File: src/rtl/core/assert_macros.svh
// Assertion helpers included by the table unit.
`ifndef ASSERT_MACROS_SVH
`define ASSERT_MACROS_SVH

// Check that a property holds at every clock edge outside reset.
`define ASSERT_ALWAYS(lbl, clk, rst, prop) \
  lbl: assert property (@(posedge clk) disable iff (rst) (prop)) \
    else $error("assertion failed");

// Check that a condition never holds outside reset.
`define ASSERT_NEVER(lbl, clk, rst, cond) \
  `ASSERT_ALWAYS(lbl, clk, rst, !(cond))

`endif

File: src/rtl/core/tet_pkg.sv
`default_nettype none

package tet_pkg;

  // Field widths
  localparam int KEY_W  = 32;
  localparam int TIME_W = 31;
  localparam int EXP_W  = 32;
  localparam int CNT_W  = 7;
  localparam int CNT_MAX = 127;

  // Action codes
  localparam logic [1:0] ACT_GENERATE = 2'd0;
  localparam logic [1:0] ACT_RENEW    = 2'd1;

  // One table slot as stored in the memory
  typedef struct packed {
    logic             valid;
    logic [KEY_W-1:0] key;
    logic [EXP_W-1:0] expiry;
  } tet_entry_t;

  localparam int ENTRY_W = $bits(tet_entry_t);

  // Sequencer states
  typedef enum logic [2:0] {
    ST_CLEAR,
    ST_IDLE,
    ST_SCAN,
    ST_DRAIN,
    ST_WRITE
  } tet_state_t;

endpackage

`default_nettype wire

File: src/rtl/core/tet_ram.sv
`default_nettype none

module tet_ram #(
  parameter int WIDTH = 65,
  parameter int DEPTH = 64
) (
  input  wire logic                     clk,
  input  wire logic                     we,
  input  wire logic [$clog2(DEPTH)-1:0] waddr,
  input  wire logic [WIDTH-1:0]         wdata,
  input  wire logic [$clog2(DEPTH)-1:0] raddr,
  output logic      [WIDTH-1:0]         rdata
);

  logic [WIDTH-1:0] mem [DEPTH];

  // Write port
  always_ff @(posedge clk) begin
    if (we) begin
      mem[waddr] <= wdata;
    end
  end

  // Registered read port
  always_ff @(posedge clk) begin
    rdata <= mem[raddr];
  end

endmodule

`default_nettype wire

File: src/rtl/core/token_expiry_table_unit.sv
// Flow: an accepted word is latched, every slot of the memory is read and
// folded into a scan summary, and the write-back loads the result register.
// No new word is taken until that write-back, which waits until the result
// register is free; the single read port scans the memory one slot a cycle.
// Reset: synchronous; a clearing pass writes every slot invalid while
// s_axis_tready stays low. lifetime resets to 5.
`default_nettype none

module token_expiry_table_unit import tet_pkg::*; #(
  parameter int TABLE_ENTRIES = 64
) (
  input  wire logic        clk,
  input  wire logic        rst,
  // lifetime register
  input  wire logic        cfg_we,
  input  wire logic [30:0] cfg_wdata,
  // input words
  input  wire logic        s_axis_tvalid,
  output logic             s_axis_tready,
  input  wire logic [63:0] s_axis_tdata,  // [31:0] token_key, [62:32] current_time
  input  wire logic [1:0]  s_axis_tuser,  // [1:0] action
  // result words
  output logic             m_axis_tvalid,
  input  wire logic        m_axis_tready,
  output logic [7:0]       m_axis_tdata,  // [6:0] unexpired_count
  output logic [1:0]       m_axis_tuser   // [0] table_full, [1] renewed
);

  localparam int AW = $clog2(TABLE_ENTRIES);
  localparam int CW = $clog2(TABLE_ENTRIES + 1);
  localparam logic [AW-1:0] LAST_IDX = AW'(TABLE_ENTRIES - 1);

  tet_state_t state, state_next;

  logic [TIME_W-1:0] lifetime;

  // latched input word
  logic [1:0]        act;
  logic [KEY_W-1:0]  key;
  logic [TIME_W-1:0] now;

  // scan bookkeeping
  logic [AW-1:0] clr_idx;
  logic [AW-1:0] issue_idx;
  logic          rd_pend;
  logic [AW-1:0] rd_idx;
  logic          found_match;
  logic [AW-1:0] match_idx;
  logic          match_live;
  logic          found_free;
  logic [AW-1:0] free_idx;
  logic [CW-1:0] live_cnt;

  // output register
  logic             out_valid;
  logic [CNT_W-1:0] out_cnt;
  logic             out_full;
  logic             out_renewed;

  // memory ports
  logic                ram_we;
  logic [AW-1:0]       ram_waddr;
  logic [ENTRY_W-1:0]  ram_wdata;
  logic [ENTRY_W-1:0]  ram_rdata;
  tet_entry_t          rd_entry;
  tet_entry_t          new_entry;

  // shared compare unit and write-back decision
  logic             in_acc;
  logic             out_free;
  logic             write_go;
  logic             e_live;
  logic             e_match;
  logic [EXP_W-1:0] new_expiry;
  logic             do_write;
  logic [AW-1:0]    wb_idx;
  logic             old_live;
  logic             new_live;
  logic             wb_full;
  logic             wb_renewed;
  logic [CW:0]      cnt_after;
  logic [CNT_W-1:0] cnt_sat;

  tet_ram #(
    .WIDTH (ENTRY_W),
    .DEPTH (TABLE_ENTRIES)
  ) u_ram (
    .clk   (clk),
    .we    (ram_we),
    .waddr (ram_waddr),
    .wdata (ram_wdata),
    .raddr (issue_idx),
    .rdata (ram_rdata)
  );

  assign rd_entry = ram_rdata;
  assign in_acc   = s_axis_tvalid && s_axis_tready;
  assign out_free = !out_valid || m_axis_tready;

  // Compare one slot per cycle against the latched key and time
  assign e_live  = rd_entry.valid && (rd_entry.expiry > {1'b0, now});
  assign e_match = rd_entry.valid && (rd_entry.key == key);

  // Decide the write-back from the scan summary
  assign new_expiry = {1'b0, now} + {1'b0, lifetime};
  assign new_live   = (lifetime != '0);

  always_comb begin
    do_write   = 1'b0;
    wb_idx     = match_idx;
    old_live   = 1'b0;
    wb_full    = 1'b0;
    wb_renewed = 1'b0;
    priority if (act == ACT_GENERATE) begin
      if (found_match) begin
        do_write = 1'b1;
        old_live = match_live;
      end else if (found_free) begin
        do_write = 1'b1;
        wb_idx   = free_idx;
      end else begin
        wb_full  = 1'b1;
      end
    end else if (act == ACT_RENEW) begin
      if (found_match && match_live) begin
        do_write   = 1'b1;
        old_live   = 1'b1;
        wb_renewed = 1'b1;
      end
    end else begin
      do_write = 1'b0;
    end
  end

  assign cnt_after = {1'b0, live_cnt} - (CW+1)'(old_live)
                   + (CW+1)'(do_write && new_live);
  assign cnt_sat   = (32'(cnt_after) > 32'(CNT_MAX)) ? CNT_W'(CNT_MAX)
                                                     : CNT_W'(cnt_after);

  assign new_entry.valid  = 1'b1;
  assign new_entry.key    = key;
  assign new_entry.expiry = new_expiry;

  // Next state
  always_comb begin
    state_next = state;
    unique case (state)
      ST_CLEAR: if (clr_idx == LAST_IDX) state_next = ST_IDLE;
      ST_IDLE:  if (in_acc) state_next = ST_SCAN;
      ST_SCAN:  if (issue_idx == LAST_IDX) state_next = ST_DRAIN;
      ST_DRAIN: state_next = ST_WRITE;
      ST_WRITE: if (out_free) state_next = ST_IDLE;
      default:  state_next = ST_CLEAR;
    endcase
  end

  // Outputs of the sequencer
  always_comb begin
    s_axis_tready = 1'b0;
    write_go      = 1'b0;
    ram_we        = 1'b0;
    ram_waddr     = clr_idx;
    ram_wdata     = '0;
    unique case (state)
      ST_CLEAR: begin
        ram_we = 1'b1;
      end
      ST_IDLE: begin
        s_axis_tready = 1'b1;
      end
      ST_WRITE: begin
        write_go  = out_free;
        ram_we    = out_free && do_write;
        ram_waddr = wb_idx;
        ram_wdata = new_entry;
      end
      default: begin
        s_axis_tready = 1'b0;
      end
    endcase
  end

  // State and lifetime register
  always_ff @(posedge clk) begin
    if (rst) begin
      state    <= ST_CLEAR;
      lifetime <= TIME_W'(5);
    end else begin
      state <= state_next;
      if (cfg_we) begin
        lifetime <= cfg_wdata;
      end
    end
  end

  // Clearing pass counter
  always_ff @(posedge clk) begin
    if (rst) begin
      clr_idx <= '0;
    end else if (state == ST_CLEAR) begin
      clr_idx <= clr_idx + AW'(1);
    end
  end

  // Latch the input word and run the scan
  always_ff @(posedge clk) begin
    if (rst) begin
      rd_pend     <= 1'b0;
      issue_idx   <= '0;
      found_match <= 1'b0;
      found_free  <= 1'b0;
      live_cnt    <= '0;
    end else begin
      rd_pend <= (state == ST_SCAN);
      rd_idx  <= issue_idx;
      if (in_acc) begin
        act         <= s_axis_tuser;
        key         <= s_axis_tdata[31:0];
        now         <= s_axis_tdata[62:32];
        issue_idx   <= '0;
        found_match <= 1'b0;
        found_free  <= 1'b0;
        live_cnt    <= '0;
      end else if (state == ST_SCAN) begin
        issue_idx <= issue_idx + AW'(1);
      end
      // fold the slot read last cycle into the summary
      if (rd_pend) begin
        if (e_match && !found_match) begin
          found_match <= 1'b1;
          match_idx   <= rd_idx;
          match_live  <= e_live;
        end
        if (!e_live && !found_free) begin
          found_free <= 1'b1;
          free_idx   <= rd_idx;
        end
        if (e_live) begin
          live_cnt <= live_cnt + CW'(1);
        end
      end
    end
  end

  // Result register: load on write-back, drop when taken
  always_ff @(posedge clk) begin
    if (rst) begin
      out_valid <= 1'b0;
    end else if (write_go) begin
      out_valid <= 1'b1;
    end else if (m_axis_tready) begin
      out_valid <= 1'b0;
    end
  end

  always_ff @(posedge clk) begin
    if (write_go) begin
      out_cnt     <= cnt_sat;
      out_full    <= wb_full;
      out_renewed <= wb_renewed;
    end
  end

  assign m_axis_tvalid = out_valid;
  assign m_axis_tdata  = {1'b0, out_cnt};
  assign m_axis_tuser  = {out_renewed, out_full};

  // Checks
  `include "assert_macros.svh"

  `ASSERT_NEVER(a_flags_excl, clk, rst, m_axis_tvalid && m_axis_tuser[0] && m_axis_tuser[1])
  `ASSERT_ALWAYS(a_accept_scan, clk, rst, in_acc |=> (state == ST_SCAN))
  `ASSERT_ALWAYS(a_we_state, clk, rst, ram_we |-> (state == ST_CLEAR || state == ST_WRITE))
  `ASSERT_ALWAYS(a_cnt_bound, clk, rst, m_axis_tvalid |-> (32'(out_cnt) <= TABLE_ENTRIES))

endmodule

`default_nettype wire

File: config.mk
export PLATFORM = sky130hd
export DESIGN_NAME = token_expiry_table_unit
export DESIGN_NICKNAME = d
export VERILOG_FILES = /design/src/rtl/core/tet_pkg.sv /design/src/rtl/core/tet_ram.sv /design/src/rtl/core/token_expiry_table_unit.sv
export VERILOG_INCLUDE_DIRS = /design/src /design/src/rtl/core
export SDC_FILE = /design/constraint.sdc
export NUM_CORES = 2
export LEC_CHECK = 0
export BUFFER_PORTS_ARGS = -buffer_cell sky130_fd_sc_hd__buf_4
export CAP_MARGIN = 20
export CORE_MARGIN = 3
export CORE_UTILIZATION = 26
export DETAILED_ROUTE_END_ITERATION = 16
export GPL_ROUTABILITY_DRIVEN = 0
export PLACE_DENSITY = 0.38
export SETUP_SLACK_MARGIN = 0.5
export SLEW_MARGIN = 0
export SYNTH_ARGS = -nofsm -noshare
export SYNTH_HDL_FRONTEND = slang
export SYNTH_HIERARCHICAL = 1
export SYNTH_MEMORY_MAX_BITS = 65536
export SYNTH_SLANG_ARGS = --single-unit
File: constraint.sdc
create_clock -name clk -period 9.3 [get_ports clk]
set_input_delay 2.325 -clock clk [delete_from_list [all_inputs] [get_ports clk]]
set_output_delay 2.325 -clock clk [all_outputs]
set_load 0.005 [all_outputs]
Yosys cells after proc, flatten, opt, wreduce, memory -nomap -nowiden

Memory sizes are Yosys's and may differ from the RTL's. A register that Yosys moved wholly into a read port is not among the register bits.
Cells that the tools add are included.

Register bits: 150
Bits in latches: 0
RAM bits: 4,160
Bits in read-only memories: 0
Output and inout port bits: 12
Logic and storage cells: 99
Memories: 1

Memory list:

| name      | words | width | rd ports | clocked after memory_dff | wr ports | RTL line      | RTL |
|---|---|---|---|---|---|---|---|
| u_ram.mem | 64    | 65    | 1        | 1                        | 1        | tet_ram.sv:15 | `logic [WIDTH-1:0] mem [DEPTH];` |

Add/subtract/negate cells: 6
$mul: 0
Divide/modulo/power cells: 0
Order comparisons: 2
Equality and inequality tests: 12
Shift operators: 0
Mux-type cells: 34
Bitwise gates (word level): 2
Reductions and logical operators: 23

Operators with widths:

| operator                                                       | count |
|---|---|
| two-way mux 65 bit                                             | 1 |
| adder 31 x 31 -> 32 bit                                        | 1 |
| == test 32 bit                                                 | 1 |
| greater-than comparator 32 x 31 -> 1 bit                       | 1 |
| nonzero test 31 bit                                            | 1 |
| two-way mux 6 bit                                              | 4 |
| two-way mux 7 bit                                              | 3 |
| two-way mux 1 bit                                              | 20 |
| case mux 3 bit (5 select lines)                                | 1 |
| adder 6 x 1 -> 6 bit (second input constant)                   | 2 |
| == test 6 bit (second input constant)                          | 2 |
| two-way mux 3 bit                                              | 4 |
| adder 8 x 1 -> 8 bit                                           | 1 |
| greater-than comparator 8 x 7 -> 1 bit (second input constant) | 1 |
| logical AND 1 bit                                              | 8 |
| inequality test 2 bit (second input constant)                  | 4 |
| subtractor 7 x 1 -> 8 bit                                      | 1 |
| adder 7 x 1 -> 7 bit (second input constant)                   | 1 |
| == test 3 x 2 -> 1 bit (second input constant)                 | 2 |
| AND reduction 3 bit                                            | 2 |
| zero test 1 bit                                                | 4 |
| AND reduction 4 bit                                            | 1 |
| OR reduction 2 bit                                             | 2 |
| == test 3 x 1 -> 1 bit (second input constant)                 | 1 |
| other kinds (9)                                                | 10 |

Logic depth before layout (Yosys ltp)

Depth after elaboration: 8
Depth in mapped cells: 16

Cells and area by module

The synthesis kept the hierarchy.

Modules (own cells, without submodules):

| module                  | instances | cells each | area each (µm²) | seq. area each (µm²) |
|---|---|---|---|---|
| tet_ram                 | 1         | 6,606      | 158,330.6       | 126,221.1 |
| token_expiry_table_unit | 1         | 867        | 8,826.0         | 3,933.8 |

Least setup slack after synthesis

No wires, ideal clock.

Kind: input -> register
Start: input port m_axis_tready
End: memory u_ram.mem[49][0], enable pin
Library setup time: 0.567 ns
Data arrival time: 7.726 ns
Slack: 1.006 ns
Stages on the path: 5
Path through: nor2b_1 nor2_1 a21o_1 nand4_1 nor3_1

Longest elaborated chain between the ends: 5

Ends and longest elaborated chain:

| what                                    | RTL line                       | RTL |
|---|---|---|
| from (decl)                             | token_expiry_table_unit.sv:24  | `input wire logic m_axis_tready,` |
| logical OR 1 bit                        | token_expiry_table_unit.sv:98  | `assign out_free = !out_valid \|\| m_axis_tready;` |
| logical AND 1 bit                       | token_expiry_table_unit.sv:173 | `ram_we = out_free && do_write;` |
| case mux 1 bit (2 select lines)         | token_expiry_table_unit.sv:164 | `unique case (state)` |
| named net ram_we                        | token_expiry_table_unit.sv:61  | `logic ram_we;` |
| two-way mux 1 bit                       | tet_ram.sv:19                  | `if (we) begin` |
| two-way mux 1 bit (not written as such) | tet_ram.sv:20                  | `mem[waddr] <= wdata;` |
| to (decl)                               | tet_ram.sv:15                  |  |

The timed path passes the listed nets, and every way through them passes these cells.

Final worst setup path

Start: input port m_axis_tready
End: memory u_ram.mem[62][44], enable pin

Same word-level chain as after synthesis.

==> metrics.md <==
| Metric | Value |
|---|---|
| H-tree Lvls | 5 |
| Fin crit period | 5.62 ns |
| Max IR drop VDD | 0.000175 V |
| I/O pins | 114 |
| Post-synth EDFFs | 4253 |
| Cells after synthesis | 7473 |
| Final #Nets | 8136 |
| Post-DP HPWL | 307000 um |
| Final period util | 60.4% |
| Routed via count | 82.1k |
| Layout cells sized above 1 | 27.6% |
| Synth-to-Final Area Change | 17.3% |
| Sequential share of the synthesized area | 77.9% |
| Cell Area, Placed | 180000 um2 |
| Post-Syn Nets | 7654 |
| Vias in the first global route | 84.6k |
| Max Fclk | 0.178 GHz |
| Total track usage | 16.2% |
| Main synth FF type | edfxtp_1 |
| Cell Pwr Density | 208 nW/um2 |
| Post-Route WL | 543000 um |
| Setup Skew | 0.106 ns |
| Synth Warn # | 6 |
| Most frequent cells in the layout | edfxtp_1, mux4_2, clkbuf_16 |
| DIE AREA | 653000 um2 |
| Crit. End Element | flip-flop |
| # DRC | 0 |
| Post-route ant nets | 0 |
| Crit path max fanout | 26 |
| Row cnt | 293 |
| Relative slew slack | 23.1% |
| Setup_tns | 0 ns |
| RSZ-0062 raised after global routing | false |
| Drt first pass iters | 5 |
| Clock slew at reported path FFs | 0.06 ns |
| CTS resizes | 0 |
| DR WL/cell | 32.1 um |
| Grt total ovfl | 0 |
| Worst setup SP type | input pin |
| WP data arrival | 6.21 ns |
| Routed vias/inst | 4.85 |
| Fin. max-slew vios | 0 |
| Netlist Area Pre-Place | 167000 um2 |
| Synthesized flop and latch total | 4375 |
| Measured slew at the worst slew-check pin | 1.15 ns |
| First-pass GRT wire length | 739000 um |
| Netlist cell types | 74 |
| Static Leak | 64.1 nW |
| Endpoints failing setup | 0 |
| Asr flop ratio synth | 0% |
| Worst endpoint required time | 9.89 ns |
| Skew-Pair Late Insertion Delay | 1.07 ns |
| Total CTS buffers | 472 |
| Largest net degree at the start of global routing | 113 |
| CTS tree | yes |
| Initial antenna violation count | 49 |
| Commonest non-fill, non-tap cell in the layout | edfxtp_1 |
| Core footprint | 639000 um2 |
| Root Driver | clkbuf_16 |
| Post-CTS Setup Inserts | 0 |
| Total power | 40.9 mW |
| TritonCTS Sinks | 4375 |
| Die H | 808 um |
| Starting density of the core | 26.2% |
| Status | finished clean |
| CTS Hold Buffers Added | 0 |
| Final hold vios | 0 |
| Finished Cell Area | 196000 um2 |
| Max clock buf depth | 4 |
| Die W | 808 um |
| Initial DRC Count | 8640 |
| Worst Hold Class | flip-flop to flip-flop |
| Max Cap Violations | 0 |
| Port Buffers | 111 |
| Post-Syn Area per Cell | 22.4 um2 |
| Setup CP Type | input pin to flip-flop |
-- cell families (layout without fill, tap and decap cells) --
logic type | after synthesis | count (layout) | synth area share [%]
flops | 4375 | 4375 | 77.9
xor+xnor | 68 | 68 | 0.356
simple gates | 566 | 566 | 1.68
other cells | 1 | 17 | 0.00224
compound gates | 732 | 732 | 3.27
buf+inv | 469 | 1358 | 1.36
mux | 1183 | 1183 | 14.9
fa+ha+maj | 79 | 79 | 0.600
-- worst max-delay path: stages --
cell and delay (ns):
buf_4 0.11, nor2b_1 0.07, nor2_1 0.70, a21o_1 0.50
nor2b_1 0.33, nand3_1 0.63, nor2_4 0.33, buf_4 0.42
buf_4 0.69
-- worst paths after layout --
check	startpoint	end	slack (ns)	depth (start not counted)
setup reg to reg	state[1]	u_ram/mem[62][44]	3.97	10
hold / removal	rd_idx[3]	match_idx[3]	0.45	0
hold reg to reg	rd_idx[3]	match_idx[3]	0.45	0
setup / recovery	m_axis_tready	u_ram/mem[62][44]	3.68	9
-- layout make-up --
class	instances	area, um2
inverters	61	230
well taps	8555	10700
clock buffers	596	12600
flip-flops and latches	4375	130000
fillers	61572	443000
clock inverters	285	2850
repair buffers	416	3880
diodes	16	40.0
multi-input cells	2629	35600
-- power by group --
group          switching [mW]  total (mW)  internal [mW]
combinational           0.384       0.578          0.194
sequential             0.0722        21.5           21.5
clock                    7.97        18.8           10.8
total                    8.42        40.9           32.4
-- flip-flops by register name, summed over array words and instances (netlist names), 7 cells and up --
register     cells
out_cnt          7
lifetime        31
now             31
u_ram/rdata     65
key             32
u_ram/mem     4160
live_cnt         7
-- routing by layer --
metal | up-vias | share of wire, % | GRT usage (%)
met1 | 46131 | 47 | 24.0
met3 | 577 | 5.0 | 2.03
li1 | 32950 | - | -
met4 | 2 | 1.6 | 2.69
met2 | 2412 | 47 | 25.9
met5 | - | 0.0024 | 0
-- per-stage QoR --
step           utilization, %  worst slack, ns  cells  hold slack [ns]
2_1_floorplan               -             1.01   7473            0.421
3_3_place_gp             28.2             2.42  16020            0.429
3_5_place_dp             28.3             2.61  16030            0.432
4_1_cts                  30.7             3.44  16911            0.447
5_1_grt                  30.7             3.53  16918            0.463
6_report                 30.7             3.68  16933            0.451
-- synthesized netlist by cell type (61+ instances only) --
| cell | number | area [um2] |
|---|---|---|
| mux2i_1 | 143 | 1430 |
| o22ai_1 | 130 | 813 |
| o211a_1 | 66 | 661 |
| nand3_1 | 135 | 676 |
| buf_2 | 191 | 956 |
| a211oi_1 | 72 | 541 |
| dfxtp_1 | 122 | 2440 |
| edfxtp_1 | 4253 | 128000 |
| ha_1 | 77 | 963 |
| clkbuf_1 | 142 | 533 |
| inv_1 | 61 | 229 |
| mux4_2 | 1040 | 23400 |
| a22oi_1 | 265 | 1990 |
| nor2_1 | 199 | 747 |
Note: power is estimated with default switching activity, not from simulation.
